### config.mk
export PLATFORM = sky130hd
export DESIGN_NAME = volume_slice_velocity_magnitude
export DESIGN_NICKNAME = d
export VERILOG_FILES = /design/src/rtl/vsvm_pkg.sv /design/src/rtl/volume_slice_velocity_magnitude.sv /design/src/rtl/vsvm_front.sv /design/src/rtl/vsvm_queue.sv /design/src/rtl/vsvm_root.sv
export SDC_FILE = /design/constraint.sdc
export NUM_CORES = 1
export LEC_CHECK = 0
export ABC_AREA = 1
export BUFFER_PORTS_ARGS = -buffer_cell sky130_fd_sc_hd__buf_2
export CORE_MARGIN = 1
export CORE_UTILIZATION = 69
export DETAILED_ROUTE_END_ITERATION = 16
export PLACE_DENSITY = 0.87
export SLEW_MARGIN = 20
export SYNTH_ARGS = -nofsm -noshare
export SYNTH_HDL_FRONTEND = slang
export SYNTH_SLANG_ARGS = --single-unit
### constraint.sdc
create_clock -name clk_i -period 13.55 [get_ports clk_i]
set_input_delay 2.71 -clock clk_i [delete_from_list [all_inputs] [get_ports clk_i]]
set_output_delay 2.71 -clock clk_i [all_outputs]
set_load 0.02 [all_outputs]
### src/rtl/vsvm_pkg.sv
// Shared types and constants for the velocity magnitude slice block.
// Used by vsvm_front, vsvm_queue, vsvm_root and the top level.
package vsvm_pkg;

  localparam int unsigned MAX_DIM_DEF = 256;
  localparam int unsigned SIZE_W      = 9;
  localparam int unsigned CFG_IDX_W   = 3;
  localparam int unsigned CFG_DATA_W  = 9;
  localparam int unsigned VEL_W       = 16;
  localparam int unsigned SPEED_W     = 16;
  localparam int unsigned INDEX_W     = 16;
  localparam int unsigned POS_CFG_W   = 8;
  localparam int unsigned QUEUE_DEPTH = 4;

  typedef enum logic [CFG_IDX_W-1:0] {
    REG_SIZE_X    = 3'd0,
    REG_SIZE_Y    = 3'd1,
    REG_SIZE_Z    = 3'd2,
    REG_PLANE_MODE = 3'd3,
    REG_PLANE_POS = 3'd4
  } cfg_reg_e;

  typedef enum logic [1:0] {
    PLANE_XY = 2'd0,
    PLANE_XZ = 2'd1,
    PLANE_YZ = 2'd2
  } plane_mode_e;

  typedef enum logic [1:0] {
    BK_IDLE,
    BK_SQUARE,
    BK_ROOT,
    BK_DONE
  } back_state_e;

  typedef struct packed {
    logic signed [VEL_W-1:0] vel_x;
    logic signed [VEL_W-1:0] vel_y;
    logic signed [VEL_W-1:0] vel_z;
  } in_t;

  typedef struct packed {
    logic [SPEED_W-1:0] speed;
    logic [INDEX_W-1:0] plane_index;
    logic               plane_last;
  } out_t;

  typedef struct packed {
    logic [VEL_W-1:0]   mag_x;
    logic [VEL_W-1:0]   mag_y;
    logic [VEL_W-1:0]   mag_z;
    logic [INDEX_W-1:0] plane_index;
    logic               plane_last;
  } job_t;

  typedef struct packed {
    logic full;
    logic empty;
  } queue_status_t;

endpackage

### src/rtl/volume_slice_velocity_magnitude.sv
// Off-plane points are taken one per cycle while the queue has room; plane points
// queue for the root unit. With the back end idle, a plane point is loaded from the
// queue, squared and summed on the shared squarer, then passed through the bit-serial
// root, whose last step writes the output register. The root unit takes no new plane
// point until the result of the last one has been taken.
// Reset clears counters and queue, sizes 1, XY, 0.
// Top level; instantiates vsvm_front, vsvm_queue and vsvm_root from vsvm_pkg.
module volume_slice_velocity_magnitude #(
  parameter int unsigned MAX_DIM = vsvm_pkg::MAX_DIM_DEF
) (
  input  logic                            clk_i,
  input  logic                            rst_ni,
  input  logic                            cfg_we_i,
  input  logic [vsvm_pkg::CFG_IDX_W-1:0]  cfg_index_i,
  input  logic [vsvm_pkg::CFG_DATA_W-1:0] cfg_data_i,
  input  logic                            in_valid_i,
  output logic                            in_ready_o,
  input  vsvm_pkg::in_t                   in_data_i,
  output logic                            out_valid_o,
  input  logic                            out_ready_i,
  output vsvm_pkg::out_t                  out_data_o
);

  vsvm_pkg::queue_status_t queue_status;
  vsvm_pkg::job_t          push_data, pop_data;
  logic                    push, pop;

  vsvm_front #(
    .MAX_DIM(MAX_DIM)
  ) u_front (
    .clk_i         (clk_i),
    .rst_ni        (rst_ni),
    .cfg_we_i      (cfg_we_i),
    .cfg_index_i   (cfg_index_i),
    .cfg_data_i    (cfg_data_i),
    .in_valid_i    (in_valid_i),
    .in_ready_o    (in_ready_o),
    .in_data_i     (in_data_i),
    .queue_status_i(queue_status),
    .push_o        (push),
    .push_data_o   (push_data)
  );

  vsvm_queue u_queue (
    .clk_i      (clk_i),
    .rst_ni     (rst_ni),
    .push_i     (push),
    .push_data_i(push_data),
    .pop_i      (pop),
    .pop_data_o (pop_data),
    .status_o   (queue_status)
  );

  vsvm_root u_root (
    .clk_i         (clk_i),
    .rst_ni        (rst_ni),
    .queue_status_i(queue_status),
    .job_i         (pop_data),
    .pop_o         (pop),
    .out_valid_o   (out_valid_o),
    .out_ready_i   (out_ready_i),
    .out_data_o    (out_data_o)
  );

endmodule

### src/rtl/vsvm_front.sv
// Front end: configuration registers, grid position counters and plane match.
// Pushes absolute components and the plane index of matching points.
// Depends on vsvm_pkg.
module vsvm_front #(
  parameter int unsigned MAX_DIM = vsvm_pkg::MAX_DIM_DEF
) (
  input  logic                             clk_i,
  input  logic                             rst_ni,
  input  logic                             cfg_we_i,
  input  logic [vsvm_pkg::CFG_IDX_W-1:0]   cfg_index_i,
  input  logic [vsvm_pkg::CFG_DATA_W-1:0]  cfg_data_i,
  input  logic                             in_valid_i,
  output logic                             in_ready_o,
  input  vsvm_pkg::in_t                    in_data_i,
  input  vsvm_pkg::queue_status_t          queue_status_i,
  output logic                             push_o,
  output vsvm_pkg::job_t                   push_data_o
);

  localparam int unsigned PW = (MAX_DIM > 1) ? $clog2(MAX_DIM) : 1;
  localparam int unsigned EW = $clog2(MAX_DIM + 1);
  localparam int unsigned SW = vsvm_pkg::SIZE_W;
  localparam int unsigned CW = ((EW > SW) ? EW : SW) + 1;
  localparam int unsigned MW = 2 * CW;

  typedef logic [CW-1:0] coord_t;
  typedef logic [MW-1:0] wide_t;

  logic [SW-1:0]                   size_x_q, size_y_q, size_z_q;
  logic [1:0]                      plane_mode_q;
  logic [vsvm_pkg::POS_CFG_W-1:0]  plane_pos_q;
  logic [PW-1:0]                   pos_x_q, pos_x_d;
  logic [PW-1:0]                   pos_y_q, pos_y_d;
  logic [PW-1:0]                   pos_z_q, pos_z_d;

  logic   accept, size_wr, hit, last;
  coord_t sx, sy, sz, px, py, pz, pp;
  coord_t col, row, rowlen, rowsz;
  wide_t  idx_sum;

  function automatic coord_t eff_size(input logic [SW-1:0] s);
    coord_t v;
    v = coord_t'(s);
    if (v == coord_t'(0)) begin
      v = coord_t'(1);
    end else if (v > coord_t'(MAX_DIM)) begin
      v = coord_t'(MAX_DIM);
    end
    return v;
  endfunction

  function automatic logic [vsvm_pkg::VEL_W-1:0] abs_vel(
    input logic signed [vsvm_pkg::VEL_W-1:0] v
  );
    logic [vsvm_pkg::VEL_W-1:0] r;
    r = v[vsvm_pkg::VEL_W-1] ? vsvm_pkg::VEL_W'(-v) : vsvm_pkg::VEL_W'(v);
    return r;
  endfunction

  assign in_ready_o = !queue_status_i.full;
  assign accept     = in_valid_i && in_ready_o;

  always_comb begin
    size_wr = 1'b0;
    if (cfg_we_i) begin
      unique case (vsvm_pkg::cfg_reg_e'(cfg_index_i))
        vsvm_pkg::REG_SIZE_X,
        vsvm_pkg::REG_SIZE_Y,
        vsvm_pkg::REG_SIZE_Z: size_wr = 1'b1;
        default:              size_wr = 1'b0;
      endcase
    end
  end

  always_ff @(posedge clk_i or negedge rst_ni) begin
    if (!rst_ni) begin
      size_x_q     <= SW'(1);
      size_y_q     <= SW'(1);
      size_z_q     <= SW'(1);
      plane_mode_q <= vsvm_pkg::PLANE_XY;
      plane_pos_q  <= '0;
    end else if (cfg_we_i) begin
      unique case (vsvm_pkg::cfg_reg_e'(cfg_index_i))
        vsvm_pkg::REG_SIZE_X:     size_x_q     <= cfg_data_i;
        vsvm_pkg::REG_SIZE_Y:     size_y_q     <= cfg_data_i;
        vsvm_pkg::REG_SIZE_Z:     size_z_q     <= cfg_data_i;
        vsvm_pkg::REG_PLANE_MODE: plane_mode_q <= cfg_data_i[1:0];
        vsvm_pkg::REG_PLANE_POS:  plane_pos_q  <= cfg_data_i[vsvm_pkg::POS_CFG_W-1:0];
        default: ;
      endcase
    end
  end

  always_comb begin
    sx = eff_size(size_x_q);
    sy = eff_size(size_y_q);
    sz = eff_size(size_z_q);
    px = coord_t'(pos_x_q);
    py = coord_t'(pos_y_q);
    pz = coord_t'(pos_z_q);
    pp = coord_t'(plane_pos_q);
  end

  // advance raster position, clear on size rewrite
  always_comb begin
    pos_x_d = pos_x_q;
    pos_y_d = pos_y_q;
    pos_z_d = pos_z_q;
    if (size_wr) begin
      pos_x_d = '0;
      pos_y_d = '0;
      pos_z_d = '0;
    end else if (accept) begin
      if (px + coord_t'(1) >= sx) begin
        pos_x_d = '0;
        if (py + coord_t'(1) >= sy) begin
          pos_y_d = '0;
          pos_z_d = (pz + coord_t'(1) >= sz) ? '0 : PW'(pz + coord_t'(1));
        end else begin
          pos_y_d = PW'(py + coord_t'(1));
        end
      end else begin
        pos_x_d = PW'(px + coord_t'(1));
      end
    end
  end

  always_ff @(posedge clk_i or negedge rst_ni) begin
    if (!rst_ni) begin
      pos_x_q <= '0;
      pos_y_q <= '0;
      pos_z_q <= '0;
    end else begin
      pos_x_q <= pos_x_d;
      pos_y_q <= pos_y_d;
      pos_z_q <= pos_z_d;
    end
  end

  always_comb begin
    hit    = 1'b0;
    col    = px;
    row    = py;
    rowlen = sx;
    rowsz  = sy;
    unique case (plane_mode_q)
      vsvm_pkg::PLANE_XY: begin
        hit = (pz == pp) && (pp < sz);
      end
      vsvm_pkg::PLANE_XZ: begin
        hit   = (py == pp) && (pp < sy);
        row   = pz;
        rowsz = sz;
      end
      vsvm_pkg::PLANE_YZ: begin
        hit    = (px == pp) && (pp < sx);
        col    = py;
        row    = pz;
        rowlen = sy;
        rowsz  = sz;
      end
      default: hit = 1'b0;
    endcase
    last    = (col == rowlen - coord_t'(1)) && (row == rowsz - coord_t'(1));
    idx_sum = wide_t'(rowlen) * wide_t'(row) + wide_t'(col);
  end

  assign push_o                  = accept && hit;
  assign push_data_o.mag_x       = abs_vel(in_data_i.vel_x);
  assign push_data_o.mag_y       = abs_vel(in_data_i.vel_y);
  assign push_data_o.mag_z       = abs_vel(in_data_i.vel_z);
  assign push_data_o.plane_index = idx_sum[vsvm_pkg::INDEX_W-1:0];
  assign push_data_o.plane_last  = last;

endmodule

### src/rtl/vsvm_queue.sv
// Short register queue between the front end and the square root unit.
// Depends on vsvm_pkg.
module vsvm_queue (
  input  logic                    clk_i,
  input  logic                    rst_ni,
  input  logic                    push_i,
  input  vsvm_pkg::job_t          push_data_i,
  input  logic                    pop_i,
  output vsvm_pkg::job_t          pop_data_o,
  output vsvm_pkg::queue_status_t status_o
);

  localparam int unsigned DEPTH = vsvm_pkg::QUEUE_DEPTH;
  localparam int unsigned AW    = $clog2(DEPTH);

  vsvm_pkg::job_t entry_q [DEPTH];
  logic [AW-1:0]  wr_ptr_q, wr_ptr_d;
  logic [AW-1:0]  rd_ptr_q, rd_ptr_d;
  logic [AW:0]    count_q, count_d;
  logic           do_push, do_pop;

  assign status_o.full  = (count_q == (AW+1)'(DEPTH));
  assign status_o.empty = (count_q == '0);
  assign do_push        = push_i && !status_o.full;
  assign do_pop         = pop_i && !status_o.empty;
  assign pop_data_o     = entry_q[rd_ptr_q];

  always_comb begin
    wr_ptr_d = do_push ? wr_ptr_q + 1'b1 : wr_ptr_q;
    rd_ptr_d = do_pop ? rd_ptr_q + 1'b1 : rd_ptr_q;
    count_d  = count_q;
    if (do_push && !do_pop) begin
      count_d = count_q + 1'b1;
    end else if (do_pop && !do_push) begin
      count_d = count_q - 1'b1;
    end
  end

  always_ff @(posedge clk_i or negedge rst_ni) begin
    if (!rst_ni) begin
      wr_ptr_q <= '0;
      rd_ptr_q <= '0;
      count_q  <= '0;
    end else begin
      wr_ptr_q <= wr_ptr_d;
      rd_ptr_q <= rd_ptr_d;
      count_q  <= count_d;
    end
  end

  always_ff @(posedge clk_i) begin
    if (do_push) begin
      entry_q[wr_ptr_q] <= push_data_i;
    end
  end

endmodule

### src/rtl/vsvm_root.sv
// Back end: sum of squares through one shared squarer, then a digit-by-digit
// square root, one result bit per cycle, into the output register.
// Depends on vsvm_pkg.
module vsvm_root (
  input  logic                    clk_i,
  input  logic                    rst_ni,
  input  vsvm_pkg::queue_status_t queue_status_i,
  input  vsvm_pkg::job_t          job_i,
  output logic                    pop_o,
  output logic                    out_valid_o,
  input  logic                    out_ready_i,
  output vsvm_pkg::out_t          out_data_o
);

  localparam int unsigned RW     = vsvm_pkg::SPEED_W;
  localparam int unsigned SUM_W  = 2 * RW;
  localparam int unsigned REM_W  = RW + 3;
  localparam int unsigned STEP_W = $clog2(RW);
  localparam int unsigned VW     = vsvm_pkg::VEL_W;

  vsvm_pkg::back_state_e state_q, state_d;
  logic [STEP_W-1:0]     step_q, step_d;
  vsvm_pkg::job_t        job_q, job_d;
  logic [SUM_W-1:0]      sum_q, sum_d;
  logic [SUM_W-1:0]      rad_q, rad_d;
  logic [REM_W-1:0]      rem_q, rem_d;
  logic [RW-1:0]         root_q, root_d;
  vsvm_pkg::out_t        out_q, out_d;

  logic [VW-1:0]    sq_op;
  logic [SUM_W-1:0] sq_res;
  logic [REM_W-1:0] rem_shift, trial;

  always_comb begin
    case (step_q[1:0])
      2'd0:    sq_op = job_q.mag_x;
      2'd1:    sq_op = job_q.mag_y;
      default: sq_op = job_q.mag_z;
    endcase
    sq_res    = SUM_W'(sq_op) * SUM_W'(sq_op);
    rem_shift = {rem_q[REM_W-3:0], rad_q[SUM_W-1 -: 2]};
    trial     = {1'b0, root_q, 2'b01};
  end

  always_comb begin
    state_d = state_q;
    step_d  = step_q;
    job_d   = job_q;
    sum_d   = sum_q;
    rad_d   = rad_q;
    rem_d   = rem_q;
    root_d  = root_q;
    out_d   = out_q;
    pop_o   = 1'b0;
    unique case (state_q)
      vsvm_pkg::BK_IDLE: begin
        if (!queue_status_i.empty) begin
          pop_o   = 1'b1;
          job_d   = job_i;
          sum_d   = '0;
          step_d  = '0;
          state_d = vsvm_pkg::BK_SQUARE;
        end
      end
      vsvm_pkg::BK_SQUARE: begin
        sum_d  = sum_q + sq_res;
        step_d = step_q + 1'b1;
        if (step_q == STEP_W'(2)) begin
          rad_d   = sum_q + sq_res;
          rem_d   = '0;
          root_d  = '0;
          step_d  = '0;
          state_d = vsvm_pkg::BK_ROOT;
        end
      end
      vsvm_pkg::BK_ROOT: begin
        rad_d = rad_q << 2;
        if (rem_shift >= trial) begin
          rem_d  = rem_shift - trial;
          root_d = {root_q[RW-2:0], 1'b1};
        end else begin
          rem_d  = rem_shift;
          root_d = {root_q[RW-2:0], 1'b0};
        end
        step_d = step_q + 1'b1;
        if (step_q == STEP_W'(RW - 1)) begin
          out_d.speed       = root_d;
          out_d.plane_index = job_q.plane_index;
          out_d.plane_last  = job_q.plane_last;
          state_d           = vsvm_pkg::BK_DONE;
        end
      end
      vsvm_pkg::BK_DONE: begin
        if (out_ready_i) begin
          state_d = vsvm_pkg::BK_IDLE;
        end
      end
      default: state_d = vsvm_pkg::BK_IDLE;
    endcase
  end

  always_ff @(posedge clk_i or negedge rst_ni) begin
    if (!rst_ni) begin
      state_q <= vsvm_pkg::BK_IDLE;
      step_q  <= '0;
    end else begin
      state_q <= state_d;
      step_q  <= step_d;
    end
  end

  always_ff @(posedge clk_i) begin
    job_q  <= job_d;
    sum_q  <= sum_d;
    rad_q  <= rad_d;
    rem_q  <= rem_d;
    root_q <= root_d;
    out_q  <= out_d;
  end

  assign out_valid_o = (state_q == vsvm_pkg::BK_DONE);
  assign out_data_o  = out_q;

endmodule
==> Yosys cells after proc, flatten, opt, wreduce, memory -nomap -nowiden <==
Memories as Yosys holds them, arrays and structs flattened. A register that Yosys moved wholly into a read port is not among the register bits.
Index checks and enable logic that the tools add are counted.
{ "word_totals": {"regBits": 204, "latchBits": 0, "mem_bits_rw": 260, "mem_bits_ro": 0, "elab_cells": 169, "memories": 1} }
{ "classes": {"n_addsub": 16, "n_mul": 2, "div": 0, "n_lt_le_gt_ge": 10, "eq_ne": 22, "shifts": 0, "mux": 53, "n_bitwise": 1, "reduce_logical": 44} }
{ "mem_list": {"columns": ["name", "depth", "word_bits", "read_ports", "rd_ports_with_merged_regs", "write_ports", "line_no", "text"], "rows": [
  ["u_queue.entry_q", 4, 65, 1, 1, 1, "vsvm_queue.sv:16", "vsvm_pkg::job_t entry_q [DEPTH];"]
]} }
{ "op_table": {"columns": ["cell", "count"], "rows": [
  ["$pmux W32 S2", 2],
  ["$mux W8", 14],
  ["$mux W16", 4],
  ["$mux W32", 2],
  ["$pmux W16 S2", 2],
  ["$mux W10", 5],
  ["$neg A16 Y16", 3],
  ["$mux W17", 2],
  ["$pmux W17 S2", 1],
  ["$add A32 B32 Y32", 1],
  ["$mul A16 B16 Y32", 1],
  ["$ge A10 B10 Y1", 3],
  ["$lt A8 B10 Y1", 3],
  ["$add A8 B1 Y9 const B", 3],
  ["$gt A9 B9 Y1 const B", 3],
  ["$logic_not A9 Y1", 3],
  ["$mux W9", 3],
  ["$eq A8 B8 Y1", 3],
  ["$reduce_and A2 Y1", 11],
  ["$eq A8 B10 Y1", 2],
  ["$sub A10 B1 Y10 const B", 2],
  ["$ge A19 B18 Y1", 1],
  ["$sub A17 B17 Y17", 1],
  ["$add A16 B8 Y16", 1],
  ["32 further kinds", 72]
]} }

==> Depth between registers and ports, before layout <==
Gate-level depths: netlist of the first run.
{ "depth": {"depth_word": 12, "ltp_mapped": 34} }

==> Cells and area by module <==
From an unflattened synthesis of the first run, not the netlist that was laid out.
{ "unflattened": {"cells_unflattened": 4058, "area_unflattened_um2": 37056.8} }
{ "modules_own_cells": {"columns": ["mod", "n_inst", "cells_per_inst", "area_per_inst_um2"], "rows": [
  ["vsvm_root", 1, 1990, 17578.1],
  ["vsvm_queue", 1, 820, 10680.2],
  ["vsvm_front", 1, 1248, 8798.4]
]} }

==> Worst setup path before layout of the first run <==
Ideal clock, no wire load.
{ "synth_path": {"kind": "register -> register", "from": "register u_root.step_q[0]", "to": "register u_root.rad_q[28] (data pin)", "arrival_time_ns": 6.492, "required_time_ns": 13.281, "path_slack_ns": 6.790, "path_stages_with_launch": 32, "path_buffers": 3, "cell_sequence": "dfrtp_1 -> inv_1 -> ha_1 -> buf_2 -> nor2_2 -> buf_2 -> a21oi_1 -> inv_1 -> clkbuf_1 -> nand2_1 -> fa_1 -> inv_1 -> fa_1 -> fa_1 -> fa_1 -> fa_1 -> inv_1 -> fa_1 -> inv_1 -> ha_1 -> nand2_1 -> inv_1 -> nand2_1 -> nor3_1 -> nand4_1 -> nand3_1 -> a21o_1 -> nand2_1 -> nand2_1 -> nand2_1 -> nand2_1 -> o21ai_0"} }
{ "synth_via": {"elab_chain_len": 6} }
{ "synth_lines": {"columns": ["item", "line_no", "text"], "rows": [
  ["start, declared", "vsvm_root.sv:22", "logic [STEP_W-1:0] step_q, step_d;"],
  ["start signal, assigned", "vsvm_root.sv:108", "step_q <= step_d;"],
  ["$eq A2 B1 Y1 / $logic_not A2 Y1 (equally long branches)", "vsvm_root.sv:35", "case (step_q[1:0])"],
  ["$pmux W16 S2 (*)", "vsvm_root.sv:35", null],
  ["$mul A16 B16 Y32 (*)", "vsvm_root.sv:40", "sq_res = SUM_W'(sq_op) * SUM_W'(sq_op);"],
  ["$add A32 B32 Y32 (*)", "vsvm_root.sv:69", "rad_d = sum_q + sq_res;"],
  ["$mux W32 (*)", "vsvm_root.sv:68", "if (step_q == STEP_W'(2)) begin"],
  ["$pmux W32 S2 (*)", "vsvm_root.sv:55", "unique case (state_q)"],
  ["named net u_root.rad_d[28]", "vsvm_root.sv:25", "logic [SUM_W-1:0] rad_q, rad_d;"],
  ["end signal, assigned", "vsvm_root.sv:115", "rad_q <= rad_d;"],
  ["end, declared", "vsvm_root.sv:25", null]
]} }
Mark *: on every way through the listed nets, which the timed path passes. The rest lies on a longest branch. The select of a mux whose other input is x is not followed.
A chain may end at the register's enable or synchronous reset.

==> Worst setup path in the final report of the first run <==
Ends and elaborated chain as after synthesis.

==> results of run 1 <==
-- final timing paths --
kind,from,endpoint,slack (ns),cells after the start
worst max-delay path,u_root.step_q[0]$_DFFE_PN0P_,u_root.rad_q[28]$_DFFE_PP_,5.54,30
worst min-delay path,u_root.job_q[11]$_DFFE_PP_,u_root.out_data_o[11]$_DFFE_PP_,0.42,0
worst max register to register,u_root.step_q[0]$_DFFE_PN0P_,u_root.rad_q[28]$_DFFE_PP_,5.54,30
worst min register to register,u_root.job_q[11]$_DFFE_PP_,u_root.out_data_o[11]$_DFFE_PP_,0.42,0
max in group asynchronous,rst_ni,u_front.size_y_q[0]$_DFFE_PN1P_,10.59,2
min in group asynchronous,rst_ni,u_front.pos_z_q[4]$_DFFE_PN0P_,2.04,1
-- metrics by stage --
stage                     util, %  hold slack (ns)  cell area [um2]
after detailed placement     72.2            0.405            36200
after CTS                    76.2            0.430            38200
after global placement       72.1            0.404            36200
after global routing         76.2            0.439            38200
after floorplan                 -            0.400            35100
final                        76.2            0.423            38200
-- area by class of cell --
cell class | count | area (um2) | area share, %
clock buffers | 54 | 1310 | 3.42
well taps | 672 | 841 | 2.20
inverters | 673 | 2530 | 6.61
flip-flops and latches | 529 | 15500 | 40.6
diodes | 6 | 15.0 | 0.0393
multi-input cells | 2276 | 16700 | 43.6
clock inverters | 44 | 723 | 1.89
repair buffers | 115 | 638 | 1.67
-- layer usage --
metal	track usage, %	part of all wire (%)
met1	44.7	37
met2	58.3	49
met3	6.27	9.3
met4	16.3	4.7
met5	0	0.065
-- placed cells by master, fill, tap and decap left out, types with 13 or more instances in the layout --
cell	netlist	layout
o21ai_0	291	290
bufinv_16	0	16
clkbuf_16	0	52
buf_4	6	16
xnor2_1	53	53
inv_1	659	656
a21oi_1	110	110
nor2_1	324	319
o22ai_1	87	87
nand3_1	103	103
dfrtp_1	71	69
edfxtp_1	455	455
nand4_1	16	16
buf_2	18	98
ha_1	228	227
nand2_1	560	560
fa_1	242	242
nor3_1	35	35
o21ai_1	15	15
xor2_1	87	87
inv_2	13	14
nor4_1	13	13
-- worst max-delay path, delay by kind of cell (launching register included) --
kind,cells,cell delay [ns]
flip-flops,1,0.45
AND/OR/NAND/NOR,13,2.61
buffers and inverters,7,0.45
AO/OA/AOI/OAI,2,0.30
adder cells (fa/ha/maj),8,3.86
-- kinds of logic after synthesis --
logic type	Yosys count	share of synthesized area (%)
simple gates	1096	12.9
xor+xnor	140	3.49
flops	529	44.2
buf+inv	774	8.48
compound gates	570	9.03
fa+ha+maj	470	21.9
-- cell usage after synthesis (all sizes together) (53+ instances only) --
master,instances
a21oi,110
clkbuf,70
dfrtp,71
edfxtp,455
fa,242
ha,228
inv,672
nand2,572
nand3,108
nor2,332
o21ai,317
o22ai,87
xnor2,53
xor2,87
-- state kept, by name (all words and copies together), names as in the netlist, 9 cells and up --
register and count:
u_front.size_x_q 9, u_front.size_y_q 9, u_front.size_z_q 9, u_queue.entry_q 260, u_root.job_q 65, u_root.out_data_o 33, u_root.rad_q 32, u_root.rem_q 17
u_root.root_q 16, u_root.sum_q 32
==> flow_metrics.env, run 1 <==
export IMPL_grtUsageTotal_pct=34.9
export IMPL_cts_root_buf="clkbuf_16"
export IMPL_critPathMaxFanout=19
export IMPL_final_setup_viol_count=0
export IMPL_cp_slowest_stage_delay_ns=0.64
export IMPL_synth_area_um2=35100
export IMPL_start_kind="flop"
export IMPL_grt_pass1_wl_um=139000
export IMPL_max_freq_mhz=125
export IMPL_pre_cts_ws_ns=5.74
export IMPL_fin_cells=4369
export IMPL_rsz0062_at_grt="false"
export IMPL_tritoncts="done"
export IMPL_slowest_stage="nand3_1"
export IMPL_cp_common_cell="nand2_1"
export IMPL_fp_dieH_um=228
export IMPL_layout_drive_gt1_share_pct=7.53
export IMPL_syn_num_nets=4114
export IMPL_antenna_found_initial=8
export IMPL_period_share_pct=59.1
export IMPL_port_buffers=99
export IMPL_cap_viol_max_count=0
export IMPL_drt_wl_total_um=87900
export IMPL_clkTransAtPathRegs_ns=0.07
export IMPL_fill_cells=3006
export IMPL_avgSynthCellArea_um2=9.81
export IMPL_critical_path_class="reg2reg"
export IMPL_layout_min_cycle_time_ns=8.01
export IMPL_firstDrtPassIters=6
export IMPL_cp_arrival_ns=8.30
export IMPL_clock_latency_ns=0.65
export IMPL_timing_final_ws_setup_ns=5.54
export IMPL_area_growth_syn_to_layout_pct=8.89
export IMPL_yosys_top_cells_area="edfxtp_1 39%, fa_1 14%, ha_1 8.1%, inv_1 7.0%, nand2_1 6.0%"
export IMPL_vias=26300
export IMPL_grt_overflow=0
export IMPL_hold_viol_final=0
export IMPL_ant_nets=0
export IMPL_ys_seq_elements=529
export IMPL_yosys_warnings=0
export IMPL_cts_setup_buffers=0
export IMPL_vias_per_cell=6.03
export IMPL_yosysTopAreaCellShare_pct=38.9
export IMPL_hpwl_um=59400
export IMPL_synth_top_cell_by_area="edfxtp_1"
export IMPL_rows=82
export IMPL_htree_levels=2
export IMPL_tightest_slew_ns=1.09
export IMPL_drc=0
export IMPL_ys_types=52
export IMPL_drv_slew=0
export IMPL_critPathCaptureType="flop"
export IMPL_clkSinkCount=529
export IMPL_fin_tns_setup_ns=0
export IMPL_drtIter0Drc=2988
export IMPL_min_path_type="reg2reg"
export IMPL_dieArea_um2=51800
export IMPL_synth_edf_count=455
export IMPL_ys_flop_type="edfxtp_1"
export IMPL_required_ns=13.85
export IMPL_start_util_pct=70.0
export IMPL_yosysSeqAreaShare_pct=44.2
export IMPL_ios=100
export IMPL_status="finished, final reports clean"
export IMPL_post_cts_resized=0
export IMPL_cts_buffer_depth=3
export IMPL_slew_headroom_pct=27.2
export IMPL_core_um2=50200
export IMPL_async_flop_share_pct=14.0
export IMPL_postCtsHoldBufs=0
export IMPL_fin_worst_skew_ns=0.0612
export IMPL_grt_pass1_vias=26600
export IMPL_gp_congestion=0.988
export IMPL_die_w_um=228
export IMPL_cts_buffers=52
export IMPL_post_drt_wl_per_cell_um=20.1
export IMPL_synth_cells=3579
export IMPL_grt_max_degree=94
export IMPL_fin_nets=4182
export IMPL_placed_cells=4265
Power of run 1 is not shown: default switching activity piles up to over one toggle a cycle in this logic, so the estimate is an artifact.
==> inputs of run 2 (changes only) <==
--- a/config.mk
+++ b/config.mk
@@ -8,9 +8,9 @@
 export ABC_AREA = 1
 export BUFFER_PORTS_ARGS = -buffer_cell sky130_fd_sc_hd__buf_2
 export CORE_MARGIN = 1
-export CORE_UTILIZATION = 69
+export CORE_UTILIZATION = 58
 export DETAILED_ROUTE_END_ITERATION = 16
-export PLACE_DENSITY = 0.87
+export PLACE_DENSITY = 0.78
 export SLEW_MARGIN = 20
 export SYNTH_ARGS = -nofsm -noshare
 export SYNTH_HDL_FRONTEND = slang
==> constraint.sdc (replaced) <==
create_clock -name clk_i -period 6.7 [get_ports clk_i]
set_input_delay 1.34 -clock clk_i [delete_from_list [all_inputs] [get_ports clk_i]]
set_output_delay 1.34 -clock clk_i [all_outputs]
set_load 0.02 [all_outputs]
==> run 2 against run 1 <==
Critical path depth is 3 lower; register-to-register slack worse by 5.4 ns; non-clock buffer count is 79 higher; wire length is 8.0% lower; sequential share of layout area is 0.94 points lower; count of clock-buffer cells in the layout is 11 higher; largest cell class unchanged.
==> flow_metrics.env, run 2 (synthesis gave the netlist of run 1 again) <==
export IMPL_antenna_found_initial=4
export IMPL_largest_reg_flops=260
export IMPL_fin_tns_setup_ns=0
export IMPL_grt_overflow=0
export IMPL_fin_nets=4262
export IMPL_cts_root_buf="clkbuf_16"
export IMPL_area_growth_syn_to_layout_pct=11.5
export IMPL_critPathMaxFanout=7
export IMPL_drt_wl_total_um=80900
export IMPL_drv_slew=0
export IMPL_whs_path_depth=0
export IMPL_placed_cells=4428
export IMPL_core_um2=59500
export IMPL_post_drt_wl_per_cell_um=17.8
export IMPL_hold_ws_ns=0.414
export IMPL_min_path_type="reg2reg"
export IMPL_timing_final_ws_setup_ns=0.155
export IMPL_port_buffers=99
export IMPL_clkSinkCount=529
export IMPL_cts_buffer_depth=3
export IMPL_hold_viol_final=0
export IMPL_critPathCaptureType="flop"
export IMPL_cp_common_cell="fa_1"
export IMPL_slew_headroom_pct=33.1
export IMPL_fill_cells=4504
export IMPL_final_setup_viol_count=0
export IMPL_ff_latch_area_um2=15500
export IMPL_fin_worst_skew_ns=0.0431
export IMPL_cap_viol_max_count=0
export IMPL_pre_cts_ws_ns=-0.154
export IMPL_cp_slowest_stage_delay_ns=0.55
export IMPL_final_common_cell="inv_1"
export IMPL_drtIter0Drc=2209
export IMPL_vias_per_cell=5.57
export IMPL_rows=89
export IMPL_slowest_stage="fa_1"
export IMPL_grtUsageTotal_pct=26.6
export IMPL_status="finished, final reports clean"
export IMPL_drc=0
export IMPL_vias=25300
export IMPL_period_share_pct=97.7
export IMPL_tritoncts="done"
export IMPL_ant_nets=0
export IMPL_crit_start="u_root.step_q[0]$_DFFE_PN0P_"
export IMPL_fp_dieH_um=248
export IMPL_firstDrtPassIters=5
export IMPL_rr_worst_depth=27
export IMPL_clock_latency_ns=0.64
export IMPL_clkTransAtPathRegs_ns=0.06
export IMPL_grt_pass1_wl_um=129000
export IMPL_worstReg2RegStart="u_root.step_q[0]$_DFFE_PN0P_"
export IMPL_max_freq_mhz=153
export IMPL_dieArea_um2=61500
export IMPL_min_from="u_root.job_q[5]$_DFFE_PP_"
export IMPL_critical_path_class="reg2reg"
export IMPL_start_util_pct=59.1
export IMPL_htree_levels=2
export IMPL_required_ns=7.05
export IMPL_cts_buffers=53
export IMPL_fin_cells=4545
export IMPL_postCtsHoldBufs=0
export IMPL_start_kind="flop"
export IMPL_layout_min_cycle_time_ns=6.54
export IMPL_final_cell_mix="649 x inv_1, 544 x nand2_1, 455 x edfxtp_1"
export IMPL_hpwl_um=57900
export IMPL_ios=100
export IMPL_cp_arrival_ns=6.90
export IMPL_rsz0062_at_grt="true"
export IMPL_grt_max_degree=87
export IMPL_layout_drive_gt1_share_pct=11.0
export IMPL_die_w_um=248
export IMPL_tightest_slew_ns=1.00
export IMPL_top_register="u_queue.entry_q"
export IMPL_grt_pass1_vias=24900
export IMPL_gp_congestion=0.953
export IMPL_multiInputGateArea_um2=17000
-- run 2: cell count changes in the layout (fill, tap and decap cells not counted), moves of 8 or more --
| cell | delta |
|---|---|
| a21oi_2 | +10 |
| nand3_1 | -8 |
| bufinv_16 | -10 |
| clkbuf_1 | +10 |
| ha_4 | +9 |
| buf_6 | +15 |
| nand2_2 | +14 |
| buf_4 | +62 |
| nand2_1 | -16 |
| a21oi_1 | -11 |
| ha_1 | -11 |
-- run 2: worst paths after layout --
kind	to	slack, ns
setup / recovery	u_root.rad_q[27]$_DFFE_PP_	0.16
hold / removal	u_root.out_data_o[5]$_DFFE_PP_	0.41
setup reg to reg	u_root.rad_q[27]$_DFFE_PP_	0.16
hold reg to reg	u_root.out_data_o[5]$_DFFE_PP_	0.41
max in group asynchronous	u_queue.rd_ptr_q[0]$_DFFE_PN0P_	5.10
min in group asynchronous	u_front.pos_z_q[7]$_DFFE_PN0P_	0.87
-- run 2: repair_timing --
item                       CTS  global route
buffers inserted             0            15
gates cloned                 0             1
gates resized for setup      8            93
pin swaps                    0            27
setup endpoints to repair   12            36
-- run 2: worst max-delay path: cells and delay by family (launching register included) --
| kind | cells | cell delay (ns) |
|---|---|---|
| buf+inv | 8 | 0.86 |
| flops | 1 | 0.38 |
| compound gates | 4 | 0.65 |
| fa+ha+maj | 8 | 3.58 |
| xor+xnor | 1 | 0.14 |
| simple gates | 6 | 0.66 |
-- run 2: layout make-up --
cell class	count	area share, %
Inverter	673	6.47
Clock buffer	65	3.50
Antenna cell	2	0.0128
Clock inverter	33	1.03
Timing Repair Buffer	194	3.35
Sequential cell	529	39.6
Multi-Input combinational cell	2276	43.5
Tap cell	773	2.47
-- run 2: routing by layer --
metal	wire length, um	GRT usage (%)	vias to the layer above
li1	-	-	12000
met5	46	0	-
met2	38800	44.0	960
met4	2000	7.35	8
met3	6020	4.07	155
met1	34000	36.6	12200
-- run 2: per-stage QoR --
stage | instance area (um2) | utilization (%)
finish | 39200 | 65.8
global route | 39200 | 65.8
CTS | 38600 | 64.9
detailed placement | 36800 | 61.9
global placement | 36800 | 61.9
floorplan | 35100 | -
Power of run 2 is left out for the same reason.
